**src/sv/vertical_swipe_page_switcher_core_assert.svh**
```systemverilog
`ifndef VERTICAL_SWIPE_PAGE_SWITCHER_CORE_ASSERT_SVH
`define VERTICAL_SWIPE_PAGE_SWITCHER_CORE_ASSERT_SVH

// Same-cycle implication, checked at every rising edge outside reset.
`define VSPS_ASSERT_IMPLIES(name, clk, rst, ante, cons) \
  name: assert property (@(posedge clk) disable iff (rst) (ante) |-> (cons)) \
    else $error("implication check failed");

// Next-cycle implication, checked at every rising edge outside reset.
`define VSPS_ASSERT_NEXT(name, clk, rst, ante, cons) \
  name: assert property (@(posedge clk) disable iff (rst) (ante) |=> (cons)) \
    else $error("next-cycle check failed");

`endif

```
**src/sv/vsps_pkg.sv**
```systemverilog
package vsps_pkg;

  localparam int CFG_BITS    = 12;
  localparam int OFFSET_BITS = 13;

  localparam logic [1:0] CMD_PRESS   = 2'd0;
  localparam logic [1:0] CMD_DRAG    = 2'd1;
  localparam logic [1:0] CMD_RELEASE = 2'd2;

  localparam logic [1:0] PAGE_HOME     = 2'd0;
  localparam logic [1:0] PAGE_NOTIF    = 2'd1;
  localparam logic [1:0] PAGE_OVERVIEW = 2'd2;

  localparam logic [1:0] ANIM_NONE    = 2'd0;
  localparam logic [1:0] ANIM_SNAP    = 2'd1;
  localparam logic [1:0] ANIM_REBOUND = 2'd2;

  localparam logic [1:0] REG_SWIPE_THRESHOLD   = 2'd0;
  localparam logic [1:0] REG_MAX_DRAG          = 2'd1;
  localparam logic [1:0] REG_MIN_VERTICAL_DRAG = 2'd2;

  localparam logic [CFG_BITS-1:0] SWIPE_THRESHOLD_RESET   = 12'd82;
  localparam logic [CFG_BITS-1:0] MAX_DRAG_RESET          = 12'd412;
  localparam logic [CFG_BITS-1:0] MIN_VERTICAL_DRAG_RESET = 12'd6;

  typedef struct packed {
    logic [CFG_BITS-1:0] swipe_threshold;
    logic [CFG_BITS-1:0] max_drag;
    logic [CFG_BITS-1:0] min_vertical_drag;
  } cfg_t;

  typedef struct packed {
    logic [1:0]                    page_now;
    logic [1:0]                    page_aimed;
    logic [1:0]                    page_shown;
    logic [1:0]                    motion_kind;
    logic signed [OFFSET_BITS-1:0] offset_out;
    logic                          is_dragging;
    logic                          is_pressed;
  } result_t;

endpackage

```
**src/sv/vsps_cfg_regs.sv**
```systemverilog
module vsps_cfg_regs (
  input  logic                          clk,
  input  logic                          rst,
  input  logic                          cfg_write,
  input  logic [1:0]                    cfg_index,
  input  logic [vsps_pkg::CFG_BITS-1:0] cfg_data,
  output vsps_pkg::cfg_t                cfg
);
  import vsps_pkg::*;

  always_ff @(posedge clk) begin
    if (rst) begin
      cfg.swipe_threshold   <= SWIPE_THRESHOLD_RESET;
      cfg.max_drag          <= MAX_DRAG_RESET;
      cfg.min_vertical_drag <= MIN_VERTICAL_DRAG_RESET;
    end else if (cfg_write) begin
      case (cfg_index)
        REG_SWIPE_THRESHOLD:   cfg.swipe_threshold   <= cfg_data;
        REG_MAX_DRAG:          cfg.max_drag          <= cfg_data;
        REG_MIN_VERTICAL_DRAG: cfg.min_vertical_drag <= cfg_data;
        default: begin
        end
      endcase
    end
  end

endmodule

```
**src/sv/vsps_gesture.sv**
```systemverilog
`include "vertical_swipe_page_switcher_core_assert.svh"

module vsps_gesture #(
  parameter int COORD_BITS = 12
) (
  input  logic                  clk,
  input  logic                  rst,
  input  logic                  fire,
  input  logic [1:0]            cmd,
  input  logic [COORD_BITS-1:0] x,
  input  logic [COORD_BITS-1:0] y,
  input  vsps_pkg::cfg_t        cfg,
  output vsps_pkg::result_t     res
);
  import vsps_pkg::*;

  localparam int MW = ((COORD_BITS > CFG_BITS) ? COORD_BITS : CFG_BITS) + 1;

  logic [1:0]                    committed_page, committed_page_next;
  logic [1:0]                    aimed_page, aimed_page_next;
  logic [1:0]                    animation_kind, animation_kind_next;
  logic [COORD_BITS-1:0]         origin_x, origin_x_next;
  logic [COORD_BITS-1:0]         origin_y, origin_y_next;
  logic signed [OFFSET_BITS-1:0] drag_offset, drag_offset_next;
  logic                          touch_held, touch_held_next;
  logic                          drag_active, drag_active_next;

  logic signed [COORD_BITS:0] dx, dy, neg_dx, neg_dy;
  logic [COORD_BITS-1:0]      adx, ady;
  logic [MW-1:0]              adx_w, ady_w, mvd_w;
  logic signed [MW-1:0]       dy_w, lim_w, neg_lim_w, dy_clamped;
  logic                       vertical;
  logic [1:0]                 dir_page;
  logic [CFG_BITS-1:0]        offset_mag;
  logic signed [OFFSET_BITS-1:0] neg_offset;

  always_comb begin
    dx     = $signed({1'b0, x}) - $signed({1'b0, origin_x});
    dy     = $signed({1'b0, y}) - $signed({1'b0, origin_y});
    neg_dx = -dx;
    neg_dy = -dy;
    adx    = dx[COORD_BITS] ? neg_dx[COORD_BITS-1:0] : dx[COORD_BITS-1:0];
    ady    = dy[COORD_BITS] ? neg_dy[COORD_BITS-1:0] : dy[COORD_BITS-1:0];
    adx_w  = MW'(adx);
    ady_w  = MW'(ady);
    mvd_w  = MW'(cfg.min_vertical_drag);
    vertical = (ady_w >= mvd_w) && (adx_w <= ady_w);

    dy_w      = MW'(dy);
    lim_w     = $signed(MW'(cfg.max_drag));
    neg_lim_w = -lim_w;
    if (dy_w > lim_w) begin
      dy_clamped = lim_w;
    end else if (dy_w < neg_lim_w) begin
      dy_clamped = neg_lim_w;
    end else begin
      dy_clamped = dy_w;
    end

    if (dy[COORD_BITS]) begin
      dir_page = (committed_page == PAGE_NOTIF) ? PAGE_HOME : PAGE_OVERVIEW;
    end else if (dy != '0) begin
      dir_page = (committed_page == PAGE_OVERVIEW) ? PAGE_HOME : PAGE_NOTIF;
    end else begin
      dir_page = committed_page;
    end

    neg_offset = -drag_offset;
    offset_mag = drag_offset[OFFSET_BITS-1] ? neg_offset[CFG_BITS-1:0]
                                            : drag_offset[CFG_BITS-1:0];
  end

  always_comb begin
    committed_page_next = committed_page;
    aimed_page_next     = aimed_page;
    animation_kind_next = animation_kind;
    origin_x_next       = origin_x;
    origin_y_next       = origin_y;
    drag_offset_next    = drag_offset;
    touch_held_next     = touch_held;
    drag_active_next    = drag_active;
    case (cmd)
      CMD_PRESS: begin
        origin_x_next       = x;
        origin_y_next       = y;
        aimed_page_next     = committed_page;
        animation_kind_next = ANIM_NONE;
        drag_offset_next    = '0;
        touch_held_next     = 1'b1;
        drag_active_next    = 1'b0;
      end
      CMD_DRAG: begin
        if (touch_held) begin
          if (vertical) begin
            drag_active_next = 1'b1;
            aimed_page_next  = dir_page;
            drag_offset_next = dy_clamped[OFFSET_BITS-1:0];
          end else begin
            drag_active_next = 1'b0;
            aimed_page_next  = committed_page;
            drag_offset_next = '0;
          end
        end
      end
      CMD_RELEASE: begin
        if (touch_held) begin
          if (drag_active && (offset_mag >= cfg.swipe_threshold)) begin
            committed_page_next = aimed_page;
            animation_kind_next = ANIM_SNAP;
          end else begin
            aimed_page_next     = committed_page;
            animation_kind_next = drag_active ? ANIM_REBOUND : ANIM_NONE;
          end
          drag_offset_next = '0;
          touch_held_next  = 1'b0;
          drag_active_next = 1'b0;
        end
      end
      default: begin
      end
    endcase
  end

  always_comb begin
    res.page_now    = committed_page_next;
    res.page_aimed  = aimed_page_next;
    if (drag_active_next && (aimed_page_next != PAGE_HOME)) begin
      res.page_shown = aimed_page_next;
    end else begin
      res.page_shown = committed_page_next;
    end
    res.motion_kind = animation_kind_next;
    res.offset_out  = drag_offset_next;
    res.is_dragging = drag_active_next;
    res.is_pressed  = touch_held_next;
  end

  always_ff @(posedge clk) begin
    if (rst) begin
      committed_page <= PAGE_HOME;
      aimed_page     <= PAGE_HOME;
      animation_kind <= ANIM_NONE;
      origin_x       <= '0;
      origin_y       <= '0;
      drag_offset    <= '0;
      touch_held     <= 1'b0;
      drag_active    <= 1'b0;
    end else if (fire) begin
      committed_page <= committed_page_next;
      aimed_page     <= aimed_page_next;
      animation_kind <= animation_kind_next;
      origin_x       <= origin_x_next;
      origin_y       <= origin_y_next;
      drag_offset    <= drag_offset_next;
      touch_held     <= touch_held_next;
      drag_active    <= drag_active_next;
    end
  end

  `VSPS_ASSERT_IMPLIES(a_drag_needs_press, clk, rst, drag_active, touch_held)
  `VSPS_ASSERT_IMPLIES(a_idle_offset_zero, clk, rst, !drag_active, drag_offset == '0)

endmodule

```
**src/sv/vsps_out_fifo.sv**
```systemverilog
`include "vertical_swipe_page_switcher_core_assert.svh"

module vsps_out_fifo (
  input  logic              clk,
  input  logic              rst,
  input  logic              push,
  input  vsps_pkg::result_t push_data,
  output logic              space,
  output logic              out_valid,
  input  logic              out_stall,
  output vsps_pkg::result_t head
);
  import vsps_pkg::*;

  result_t    entry [2];
  logic       wr_ptr;
  logic       rd_ptr;
  logic [1:0] count, count_next;
  logic       pop;

  always_comb begin
    space     = (count != 2'd2);
    out_valid = (count != 2'd0);
    pop       = out_valid && !out_stall;
    head      = entry[rd_ptr];
    count_next = count;
    if (push && !pop) begin
      count_next = count + 2'd1;
    end else if (pop && !push) begin
      count_next = count - 2'd1;
    end
  end

  always_ff @(posedge clk) begin
    if (rst) begin
      wr_ptr <= 1'b0;
      rd_ptr <= 1'b0;
      count  <= 2'd0;
    end else begin
      count <= count_next;
      if (push) begin
        wr_ptr <= !wr_ptr;
      end
      if (pop) begin
        rd_ptr <= !rd_ptr;
      end
    end
  end

  always_ff @(posedge clk) begin
    if (push) begin
      entry[wr_ptr] <= push_data;
    end
  end

  `VSPS_ASSERT_IMPLIES(a_no_overflow, clk, rst, push, count != 2'd2)
  `VSPS_ASSERT_NEXT(a_pop_drains, clk, rst, pop && !push, (count + 2'd1) == $past(count))

endmodule

```
**src/sv/vertical_swipe_page_switcher_core.sv**
```systemverilog
// Channel | Handshake             | Payload
// --------+-----------------------+------------------------------------------
// input   | in_valid / in_stall   | cmd, touch_x, touch_y
// output  | out_valid / out_stall | seven result fields, page_now to is_pressed
// config  | cfg_write             | cfg_index, cfg_data
//
// One event per cycle is sustained while out_stall stays low; a result passes through the input
// register, then the gesture update into the result queue, before it reaches the outputs.
// Reset is synchronous and restores the register defaults and the idle gesture state.
// A two-entry result queue keeps input transfers going while a result waits.
// in_stall rises only when the input register is full and the queue has no room.
module vertical_swipe_page_switcher_core #(
  parameter int COORD_BITS = 12
) (
  input  logic                             clk,
  input  logic                             rst,
  input  logic                             in_valid,
  output logic                             in_stall,
  input  logic [1:0]                       cmd,
  input  logic [COORD_BITS-1:0]            touch_x,
  input  logic [COORD_BITS-1:0]            touch_y,
  output logic                             out_valid,
  input  logic                             out_stall,
  output logic [1:0]                       page_now,
  output logic [1:0]                       page_aimed,
  output logic [1:0]                       page_shown,
  output logic [1:0]                       motion_kind,
  output logic signed [vsps_pkg::OFFSET_BITS-1:0] offset_out,
  output logic                             is_dragging,
  output logic                             is_pressed,
  input  logic                             cfg_write,
  input  logic [1:0]                       cfg_index,
  input  logic [vsps_pkg::CFG_BITS-1:0]    cfg_data
);
  import vsps_pkg::*;

  cfg_t    cfg;
  result_t res;
  result_t head;

  logic                  s1_valid, s1_valid_next;
  logic [1:0]            s1_cmd;
  logic [COORD_BITS-1:0] s1_x;
  logic [COORD_BITS-1:0] s1_y;
  logic                  space;
  logic                  fire;
  logic                  in_take;

  always_comb begin
    fire          = s1_valid && space;
    in_stall      = s1_valid && !space;
    in_take       = in_valid && !in_stall;
    s1_valid_next = in_take || (s1_valid && !fire);
  end

  always_ff @(posedge clk) begin
    if (rst) begin
      s1_valid <= 1'b0;
    end else begin
      s1_valid <= s1_valid_next;
    end
  end

  always_ff @(posedge clk) begin
    if (in_take) begin
      s1_cmd <= cmd;
      s1_x   <= touch_x;
      s1_y   <= touch_y;
    end
  end

  vsps_cfg_regs u_cfg (
    .clk       (clk),
    .rst       (rst),
    .cfg_write (cfg_write),
    .cfg_index (cfg_index),
    .cfg_data  (cfg_data),
    .cfg       (cfg)
  );

  vsps_gesture #(
    .COORD_BITS (COORD_BITS)
  ) u_gesture (
    .clk  (clk),
    .rst  (rst),
    .fire (fire),
    .cmd  (s1_cmd),
    .x    (s1_x),
    .y    (s1_y),
    .cfg  (cfg),
    .res  (res)
  );

  vsps_out_fifo u_out (
    .clk       (clk),
    .rst       (rst),
    .push      (fire),
    .push_data (res),
    .space     (space),
    .out_valid (out_valid),
    .out_stall (out_stall),
    .head      (head)
  );

  assign page_now    = head.page_now;
  assign page_aimed  = head.page_aimed;
  assign page_shown  = head.page_shown;
  assign motion_kind = head.motion_kind;
  assign offset_out  = head.offset_out;
  assign is_dragging = head.is_dragging;
  assign is_pressed  = head.is_pressed;

endmodule
```
**config.mk**
```make
export PLATFORM = sky130hd
export DESIGN_NAME = vertical_swipe_page_switcher_core
export DESIGN_NICKNAME = d
export VERILOG_FILES = /design/src/sv/vsps_pkg.sv /design/src/sv/vsps_cfg_regs.sv /design/src/sv/vsps_gesture.sv /design/src/sv/vsps_out_fifo.sv /design/src/sv/vertical_swipe_page_switcher_core.sv
export VERILOG_INCLUDE_DIRS = /design/src /design/src/sv
export SDC_FILE = /design/constraint.sdc
export NUM_CORES = 1
export LEC_CHECK = 0
export BUFFER_PORTS_ARGS = -buffer_cell sky130_fd_sc_hd__buf_2
export CAP_MARGIN = 20
export CELL_PAD_IN_SITES_DETAIL_PLACEMENT = 0
export CELL_PAD_IN_SITES_GLOBAL_PLACEMENT = 2
export CORE_MARGIN = 2
export CORE_UTILIZATION = 39
export CTS_BUF_LIST = sky130_fd_sc_hd__clkbuf_8 sky130_fd_sc_hd__clkbuf_16
export DETAILED_ROUTE_END_ITERATION = 7
export PLACE_DENSITY_LB_ADDON = 0.3
export SYNTH_ARGS = -nofsm -noshare
export SYNTH_HDL_FRONTEND = slang
export SYNTH_SLANG_ARGS = --single-unit
```
**constraint.sdc**
```tcl
create_clock -name clk -period 5.6 [get_ports clk]
set_input_delay 0.84 -clock clk [delete_from_list [all_inputs] [get_ports clk]]
set_output_delay 0.84 -clock clk [all_outputs]
set_load 0.01 [all_outputs]
```
; After elaboration in Yosys (flattened, before gate mapping)
; Memory sizes are Yosys's and may differ from the RTL's. A register that Yosys moved wholly into a read port is not among the register bits.
; Cells that the tools add are included.
[totals]
register_bits = 112
ram_bits = 46
in_bits = 45
output_inout_bits = 25
wordCells = 103
mem_count = 1
[mem_list]
columns = memory, words, word_bits, read_ports, rd_clocked_by_memory_dff, wr, line_no
row1 = u_out.entry, 2, 23, 1, 1, 1, vsps_out_fifo.sv:15  ; result_t entry [2];
[classes]
add_sub_neg = 8
order_cmp = 5
n_eq_ne = 7
muxes = 36
n_reduce_logical = 28
[op_table]
columns = operator, count
row1 = $mux 13, 5
row2 = $pmux 13 s3, 1
row3 = $mux 12, 3
row4 = $neg 12->12, 3
row5 = $mux 2, 15
row6 = $sub 12x12->13, 2
row7 = $ge 12x12->1, 2
row8 = $gt 13x13->1, 1
row9 = $lt 13x13->1, 1
row10 = $neg 12->13, 1
row11 = $reduce_bool 13->1, 1
row12 = $le 12x12->1, 1
row13 = $logic_and 1x1->1, 10
row14 = $mux 1, 8
row15 = $reduce_and 2->1, 4
row16 = $logic_not 1->1, 7
row17 = $eq 2x1->1 const B, 3
row18 = $eq 2x2->1 const B, 3
row19 = $pmux 2 s3, 1
row20 = $reduce_bool 2->1, 3
row21 = $logic_not 2->1, 2
row22 = $pmux 2 s2, 1
row23 = $pmux 1 s3, 1
row24 = $add 2x1->2 const B, 1
row25 = 4 further kinds, 4

; Longest topological paths before layout
[logic_depth]
word_depth = 11
mapped_depth = 26
depth_no_buf = 24

; By module
; From an unflattened synthesis, not the netlist that was laid out.
[unflattened]
hier_cells = 1110
area_unflattened_um2 = 10248.6
[modules_own_cells]
columns = mod, n_inst, cells_each, area_per_inst_um2, seq_area_each_um2
row1 = vsps_gesture, 1, 842, 6057.1, 900.9
row2 = vsps_out_fifo, 1, 93, 1861.8, 1481.4
row3 = vsps_cfg_regs, 1, 144, 1492.7, 720.7
row4 = vertical_swipe_page_switcher_core, 1, 31, 837.1, 800.8

; Worst setup path before layout
; Ideal clock, no wire load.
[synth_timing]
path_kind = reg-to-reg
startpoint = register s1_y[0]
endpoint = memory u_out.entry[0][17] (netlist name) (data pin)
setup_time_ns = 0.272
t_arrival_ns = 4.552
required_time_ns = 5.328
setup_slack_ns = 0.776
stages_incl_launch_ff = 25
n_path_buf = 1
synth_period_minus_slack_ns = 4.824
cell_sequence = edfxtp_1 -> inv_1 -> ha_1 -> fa_1 -> nor2b_1 -> o221ai_1 -> a2bb2oi_1 -> a221oi_1 -> o21ai_0 -> clkbuf_1 -> nor2_1 -> xor2_1 -> inv_1 -> ha_1 -> a21oi_1 -> nor2b_1 -> o21ai_0 -> o211a_1 -> nor3_1 -> and3_1 -> a211oi_1 -> nand3_1 -> o211a_1 -> a21oi_1 -> o32ai_1
[synth_rtl]
columns = item, line_no
row1 = "start, declared", vertical_swipe_page_switcher_core.sv:44  ; logic [COORD_BITS-1:0] s1_y;
row2 = "start signal, assigned", vertical_swipe_page_switcher_core.sv:68  ; s1_y <= touch_y;
row3 = "end, declared", vsps_out_fifo.sv:15

==> results.yml <==
outcome:
  status: "completed"
sta:
  skew_ns: 0.0158
  max_freq_mhz: 194
  worstMarginPinSlew_ns: 1.03
  fin_crit_sh_pct: 92.1
  finalHoldViolCount: 0
  relSlewSlack_pct: 31.1
  setup_viol: 0
  min_period_ns: 5.16
  slew_viol_final: 0
  rsz0062_at_grt: "true"
worst_setup_path:
  cpMaxStageDelayCell: "fa_1"
  crit_path_max_incr_delay_ns: 0.41
  cp.depth: 23
  crit_path_max_fanout: 11
  crit_family: "simple AND/OR/NAND/NOR gates"
  r2r_cells: 23
  r2r_slack_ns: 0.44
  startpoint_type: "flop"
  r2r_start: "s1_y[0]"
  cp.required_ns: 5.76
  cp_cell_sequence: "inv_1 -> ha_1 -> fa_1 -> nor2b_1 -> o221ai_1 -> a2bb2oi_1 -> a221oi_1 -> o21ai_0 -> buf_4 -> clkinv_1 -> and2_1 -> xnor2_1 -> inv_1 -> ha_1 -> nand4_1 -> nor3_1 -> nor3_1 -> and3_1 -> a211oi_2 -> nand4_1 -> and4b_1 -> nor3_1 -> o32ai_2"
  crit_top_cell: "nor3_1"
  crit_type: "reg2reg"
  worst-path-buf-inv: 4
  endpoint_kind: "flop"
  critPathArrivalTime_ns: 5.31
  rr_endpoint: "u_out.entry[0][17]"
yosys:
  synth_nets: 1231
  synth_cells: 1098
  yosys-top-cells-area: "edfxtp_1 (22%), dfxtp_1 (18%), ha_1 (11%)"
  ys_types: 80
  synth-seq-cells: 159
  synth.yosys.seq_area_share_pct: 39.3
  ys_warn_count: 0
  synth-edff-count: 72
  yosys.area.top_type_share_pct: 21.8
  synth_most_common_cell: "nand2_1"
  synth_area_per_cell_um2: 9.04
  synth_common_cells: "nand2_1 (164), inv_1 (101), a21oi_1 (87), dfxtp_1 (87), ha_1 (86)"
  yosys.area.top_type: "edfxtp_1"
  syn_area_mm2: 0.00992
  ys.flop_type: "dfxtp_1"
  synthArstFlopShare_pct: 0
route:
  wire_per_inst_um: 16.5
  wirelength_um: 24900
  antenna_left: 0
  drc: 0
  first_iter_violations: 443
  drtPass1Iterations: 5
  routed_via_density: 5.22
  via_count: 7863
grt:
  overflow: 0
  antenna_found_initial: 0
  grt_pass1_vias: 7630
  grt_max_degree: 75
  grt_pass1_wl_um: 41000
  grtUsageTotal_pct: 19.6
clocking:
  cts_root_buffer: "clkbuf_16"
  clk_path_buf_depth: 2
  htree_levels: 4
  cts.sinks: 159
  cts_made_buffers: 17
  insertion_delay_ns: 0.44
  tritoncts: "yes"
  cts_setup_buffers: 0
  path_clk_slew_ns: 0.08
min_path:
  min_path_cells: 2
  min_to: "u_gesture.origin_x[9]"
  worstHoldStart: "u_gesture.origin_x[9]"
  hp-class: "reg2reg"
place:
  hpwl_um: 18700
  place_area_mm2: 0.0107
  io_buffers: 69
  globalplace.congestion: 0.833
floorplanning:
  rows: 58
  ios: 70
  core-area_mm2: 0.0251
  start_util_pct: 39.5
  die_w_um: 164
  die_h_um: 164
  die_area_mm2: 0.0267
power:
  intPower_uw: 2450
  pwr-share-clk_pct: 30.5
  p_leak_uw: 0.00457
  p_switching_uw: 1400
  p_sw_share_pct: 36.3
  p_seq_share_pct: 35.9
  power_density_mw_per_mm2: 341
  worst_ir_drop_vdd_mv: 0.200
  p_comb_share_pct: 33.5
finish:
  final_nets: 1295
  nFillCells: 2511
  finish.instance_area_mm2: 0.0113
  synthToLayoutAreaGrowth_pct: 13.7
  diodes: 0
  drive_gt1_share_pct: 14.6
  final_util_pct: 44.9
flow_run:
  cap_violations: 0
## worst register-to-register path, delay by kind of cell (launching register included)
kind                     cells  cell delay [ns]
AO/OA/AOI/OAI                6             1.17
XOR/XNOR                     1             0.22
adder cells (fa/ha/maj)      3             0.92
buffers and inverters        4             0.51
flip-flops                   1             0.34
AND/OR/NAND/NOR              9             1.73
## stage by stage
step / hold WS, ns / power, uW / setup WS [ns] / setup TNS, ns / cells
floorplan: 0.436 / 2320 / 0.776 / 0 / 1098
finish: 0.455 / 3850 / 0.445 / 0 / 1505
CTS: 0.457 / 3880 / 0.240 / 0 / 1504
global placement: 0.442 / 2680 / 0.407 / 0 / 1471
global route: 0.474 / 4110 / -0.0262 / -0.0350 / 1505
detailed placement: 0.447 / 2690 / 0.274 / 0 / 1472
## logic make-up after synthesis
kind of cell / count (synthesis) / synth area share (%)
simple gates: 334 / 15.7
compound gates: 285 / 19.6
flops: 159 / 39.3
buf+inv: 144 / 5.56
fa+ha+maj: 89 / 11.4
xor+xnor: 52 / 4.59
mux: 35 / 3.88
## repair_timing
action                                  4_1_cts  5_1_grt
endpoints found under the setup margin        0       15
resized for setup                             0        5
hold buffers                                  0        0
## power groups by stage
stage / Combinational, uW / Clock [uW] / Sequential [uW]
after floorplan: 947 / 0 / 1370
after global placement: 1270 / 0 / 1410
after detailed placement: 1280 / 0 / 1410
after CTS: 1290 / 1210 / 1390
after global routing: 1460 / 1250 / 1400
final: 1290 / 1180 / 1380
## worst max path at each step
stage,startpoint,endpoint,slack [ns]
2_1_floorplan,s1_y[0],u_out.entry[0][17],0.78
3_3_place_gp,s1_y[7],u_out.entry[0][17],0.41
3_5_place_dp,s1_y[0],u_out.entry[0][17],0.27
4_1_cts,s1_y[0],u_out.entry[0][17],0.24
5_1_grt,s1_y[0],u_gesture.drag_offset[11],-0.03
6_report,s1_y[0],u_out.entry[0][17],0.44
## cell type report
class,instances,area (um^2),area share (%)
Multi-Input combinational cell,795,5500,48.8
Sequential cell,159,3900,34.6
Timing Repair Buffer,87,495,4.39
Clock buffer,17,425,3.77
Tap cell,330,413,3.66
Inverter,102,383,3.39
Clock inverter,15,161,1.43
## registers in the layout (all words and copies together) (netlist names), named ones only
register and count:
s1_valid 1, u_gesture.committed_page 2, s1_x 12, u_cfg.cfg 36, s1_cmd 2, u_gesture.drag_offset 13
u_out.count 2, u_gesture.origin_x 12, u_gesture.animation_kind 2, s1_y 12, u_gesture.drag_active 1, u_gesture.touch_held 1
u_out.rd_ptr 1, u_gesture.aimed_page 2, u_gesture.origin_y 12, u_out.entry 46, u_out.wr_ptr 1
## cell usage in the layout, fill, tap and decap left out, types with 22 or more instances in the layout
cell and instances:
a21oi_1 85, buf_2 69, dfxtp_1 87, edfxtp_1 72
ha_1 86, inv_1 101, mux2_2 24, nand2_1 164
nor2_1 58, o211ai_1 22, o21ai_0 39, xnor2_1 35
## routing by layer
metal	vias to the layer above	part of all wire, %	GRT usage (%)
li1	4044	-	-
met1	3685	48	27.0
met4	0	1.3	4.94
met2	115	47	32.4
met3	19	3.2	2.59
met5	-	0	0
Note: power is estimated with default switching activity, not from simulation.
